[src/sv/assert_macros.svh]
// Assertion macros for the packet slot FIFO.
// Expect clk and arst_n in the scope of use.
`ifndef ASSERT_MACROS_SVH
`define ASSERT_MACROS_SVH

// same-cycle implication
`define PSF_ASSERT_IMP(label, ante, cons, msg) \
	label: assert property (@(posedge clk) disable iff (!arst_n) (ante) |-> (cons)) \
		else $error(msg);

// next-cycle implication
`define PSF_ASSERT_NXT(label, ante, cons, msg) \
	label: assert property (@(posedge clk) disable iff (!arst_n) (ante) |=> (cons)) \
		else $error(msg);

`endif

[src/sv/psf_pkg.sv]
// Package of the packet slot FIFO: codes, field widths, controller types.
// No dependencies.
package psf_pkg;

	localparam int BYTE_W    = 8;
	localparam int STAT_W    = 3;
	localparam int SIU_W     = 5;
	localparam int MAXB_W    = 7;
	localparam int CFG_IDX_W = 4;
	localparam int CFG_DAT_W = 8;

	localparam logic CMD_PUSH = 1'b0;
	localparam logic CMD_POP  = 1'b1;

	localparam logic [STAT_W-1:0] STAT_DATA   = 3'd0;
	localparam logic [STAT_W-1:0] STAT_STORED = 3'd1;
	localparam logic [STAT_W-1:0] STAT_FULL   = 3'd2;
	localparam logic [STAT_W-1:0] STAT_LONG   = 3'd3;
	localparam logic [STAT_W-1:0] STAT_EMPTY  = 3'd4;

	localparam logic [CFG_IDX_W-1:0] REG_SLOTS     = 4'd0;
	localparam logic [CFG_IDX_W-1:0] REG_MAX_BYTES = 4'd1;

	typedef enum logic [1:0] {
		S_IDLE   = 2'b01,
		S_STREAM = 2'b10
	} psf_state_t;

	typedef struct packed {
		logic push;
		logic pop_empty;
		logic pop_start;
		logic pop_done;
		logic stream;
	} psf_cmd_t;

	typedef struct packed {
		logic count_zero;
		logic rd_done;
		logic s1_vld;
		logic out_free;
	} psf_stat_t;

endpackage

[src/sv/psf_ctrl.sv]
// Controller of the packet slot FIFO: idle / stream state machine.
// Depends on psf_pkg.
module psf_ctrl (
	input  logic                clk,
	input  logic                arst_n,
	input  logic                item_valid,
	input  logic                item_cmd,
	output logic                item_ready,
	input  psf_pkg::psf_stat_t  stat,
	output psf_pkg::psf_cmd_t   cmd
);

	psf_pkg::psf_state_t state_q, state_d;
	logic accept;
	logic done;

	assign item_ready = (state_q == psf_pkg::S_IDLE) && stat.out_free;
	assign accept     = item_valid && item_ready;
	assign done       = stat.rd_done && (!stat.s1_vld || stat.out_free);

	always_comb begin
		cmd     = '0;
		state_d = state_q;
		unique case (state_q)
			psf_pkg::S_IDLE: begin
				if (accept) begin
					if (item_cmd == psf_pkg::CMD_PUSH) begin
						cmd.push = 1'b1;
					end else if (stat.count_zero) begin
						cmd.pop_empty = 1'b1;
					end else begin
						cmd.pop_start = 1'b1;
						state_d       = psf_pkg::S_STREAM;
					end
				end
			end
			psf_pkg::S_STREAM: begin
				cmd.stream = 1'b1;
				if (done) begin
					cmd.pop_done = 1'b1;
					state_d      = psf_pkg::S_IDLE;
				end
			end
			default: begin
				state_d = psf_pkg::S_IDLE;
			end
		endcase
	end

	always_ff @(posedge clk or negedge arst_n) begin
		if (!arst_n) begin
			state_q <= psf_pkg::S_IDLE;
		end else begin
			state_q <= state_d;
		end
	end

endmodule

[config.mk]
export PLATFORM = sky130hd
export DESIGN_NAME = psf_ctrl
export DESIGN_NICKNAME = d
export VERILOG_FILES = /design/src/sv/assert_macros.svh /design/src/sv/psf_pkg.sv /design/src/sv/psf_ctrl.sv
export SDC_FILE = /design/constraint.sdc
export NUM_CORES = 1
export LEC_CHECK = 0
export BUFFER_PORTS_ARGS = -buffer_cell sky130_fd_sc_hd__buf_2
export CAP_MARGIN = 0
export CORE_AREA = 2 2 39 41
export CTS_BUF_LIST = sky130_fd_sc_hd__clkbuf_2
export DETAILED_ROUTE_END_ITERATION = 10
export DIE_AREA = 0 0 41 43
export REMOVE_ABC_BUFFERS = 1
export SYNTH_ARGS = -nofsm -noshare
export SYNTH_HDL_FRONTEND = slang
export SYNTH_SLANG_ARGS = --single-unit
[constraint.sdc]
create_clock -name clk -period 1.44 [get_ports clk]
set_input_delay 0.288 -clock clk [delete_from_list [all_inputs] [get_ports clk]]
set_output_delay 0.288 -clock clk [all_outputs]
set_load 0.01 [all_outputs]
==> results.md <==
- Vias in the first global route: about 150
- Hold Crit Class: in2reg
- Actual slew at the worst max-slew pin: around 0.23 ns
- Max Buffers Root-to-Sink: 2
- Max FFs per register: 2
- Fmax: 685 MHz
- Final Hold Fails: 0
- Remaining routing DRC violations: 0
- Fin crit share: 1.01
- Via count of the routed design: around 190
- Sequential share of the synthesized area: 0.373
- Top post-synthesis cells by area: dfstp_2 19%, dfrtp_1 18%, nor4_2 9.1%
- Initial antenna violation count: 0
- Synth unique cells: 13
- Total iterations of the first detailed-routing run: 1
- Vias per inst: roughly 3.8
- Synth area leader: dfstp_2
- Drt initial violations: 0
- Core area: between 1000 and 1500 µm²
- Top reg by flops: state_q
- Synth-to-Final Area Change: 118%
- Final ANT Viol Nets: 0
- Main combinational cell family by area after synthesis: simple AND/OR/NAND/NOR gates
- CTS buffer count: 3
- Layout cells sized above 1: 0.818
- Ports: 14
- Flops & latches, synth: 2
- CTS tree: yes
- Maximum fanout along the worst path: 3
- Synth Area per Inst: around 10 µm²
- Max incr delay on CP: about 0.53 ns
- Post-synthesis mux area share: 0
- Total congestion overflow: 0
- Wire per inst: 8.16 µm
- Number of max-cap violations: 0
- Synthesized area: 138 µm²
- Crit path max-delay family: flip-flops
- Most frequent cells in the layout: 12 x buf_2, 4 x clkbuf_2
- Post-Syn Instances: 14
- Setup violators final: 3
- Flip-flop and latch area: around 53 µm²
- Leak: 0.146 nW
- Final #Nets: 42
- Top flop regs: state_q (2)
- Worst Skew: around 0.010 ns
- GPL Wtd Cong: about 0.60
- Slew headroom: 0.844
- Fin cells: 49
- VDD IR max: approximately 0.00019 V
- RSZ-0062 raised after global routing: yes
- Post-Place Cells: 43
- Critical path class: reg2out
- Pwr dens: 712 nW/µm²
- Antenna diodes: 0
- Clock Pin Slew Worst Setup and Hold Paths: ~0.030 ns
- Status: finished with violations
- Adder-Cell Fraction of Synth Area: 0
- GR Util All Layers: 0.0523
- Post-Synth XOR/XNOR Area: 0
- Area of the multi-input gates: between 100 and 150 µm²
- Min Hold Slack: approximately 0.37 ns
- IO buf count: 13
- PnR worst setup slack: -0.0193 ns
- Hpwl dp: ~320 µm
- CP cell instances: and2b_4 > and3_4 > buf_6
- Failing checks: negative setup slack
- Die X: just over 40 µm
- Area share of the largest cell type after synthesis: 0.191
- Largest net degree at the start of global routing: 5
- Slowest CP cell: dfstp_2
- Clk_lat worst skew: around 0.20 ns
- Clock root cell: clkbuf_2
- FP Rows: 14
- Synth Area in Simple Gates: 0.573
- Final Max Tran Viols: 0
- Initial Util: 0.0995
- First-pass GRT wire length: just over 500 µm
- Most common cell after layout, fill and taps aside: buf_2
- CP endpoint kind: output port
- Synth Area in Compound Gates: 0.0545
- Final worst path period need: roughly 1.5 ns
- Number of fill cells: between 150 and 200
- Die area: 1760 µm²
- Yosys warns: 0
- Worst setup SP type: flip-flop
- Die height: between 40 and 50 µm
- DRT Wirelength: 400 µm
- Crit path buf inv count: 1
- Worst path arrival time: about 1.2 ns
- Clock sinks: 2
- Worst path required time: approximately 1.2 ns
- H-Tree Depth: 1
## final timing paths
path,start,endpoint,slack (ns),cells after the start
setup / recovery,state_q[0],cmd[1],-0.02,3
hold / removal,stat[2],state_q[0],0.37,3
setup reg to reg,state_q[0],state_q[1],0.27,3
hold reg to reg,state_q[0],state_q[0],0.76,4
max in group asynchronous,arst_n,state_q[0],0.85,2
min in group asynchronous,arst_n,state_q[1],0.39,2
## worst reg2reg max path, stage by stage (launching register included)
cell	delay [ns]
dfstp_2	0.53
and2b_4	0.19
a21boi_1	0.13
or2_1	0.20
## synth_stat cells
master and number:
or2_1 1, nand2b_2 1, dfrtp_1 1, and3_1 1, nor4b_1 1, a21boi_1 1, nor2_1 2, and2b_4 1
and4_1 1, nand2_2 1, dfstp_2 1, nor4_2 1, nand2_1 1
## routing by layer
layer / vias up / part of all wire / track usage
li1: 88 / - / -
met1: 84 / 0.34 / 0.0419
met2: 11 / 0.48 / 0.0656
met3: 2 / 0.14 / 0.0314
met4: 0 / 0.038 / 0.0800
met5: - / 0 / 0
## report_power, final
| group | internal (mW) | total (mW) | switching (mW) |
|---|---|---|---|
| combinational | 0.0208 | 0.0399 | 0.0191 |
| clock | 0.0730 | 0.113 | 0.0396 |
| sequential | 0.0590 | 0.0614 | 0.00242 |
## final cells by class
type / instances / share of cell area
flip-flops and latches: 2 / 0.175
well taps: 16 / 0.0667
multi-input cells: 12 / 0.396
repair buffers: 15 / 0.296
clock buffers: 4 / 0.0667
## kinds of logic after synthesis
kind of cell,count (synthesis)
flip-flops,2
AO/OA/AOI/OAI,1
AND/OR/NAND/NOR,11
## what timing repair did
| item | in CTS | in global routing |
|---|---|---|
| hold buffers | 1 | 0 |
| pin swaps | 4 | 1 |
| buffers inserted | 1 | 0 |
| endpoints found under the hold margin | 1 | 0 |
| endpoints found under the setup margin | 4 | 4 |
| gates resized for setup | 5 | 3 |
## per-stage QoR
stage / power [mW] / setup TNS, ns / cell area, µm² / util / worst slack, ns
3_3_place_gp: 0.0908 / 0 / 223 / 0.161 / 0.0777
3_5_place_dp: 0.0912 / 0 / 223 / 0.161 / 0.0355
5_1_grt: 0.225 / -0.236 / 300 / 0.217 / -0.0814
6_report: 0.214 / -0.0466 / 300 / 0.217 / -0.0193
2_1_floorplan: 0.0729 / 0 / 138 / - / 0.128
4_1_cts: 0.218 / -0.137 / 284 / 0.205 / -0.0558
(Power assumes the default switching activity.)
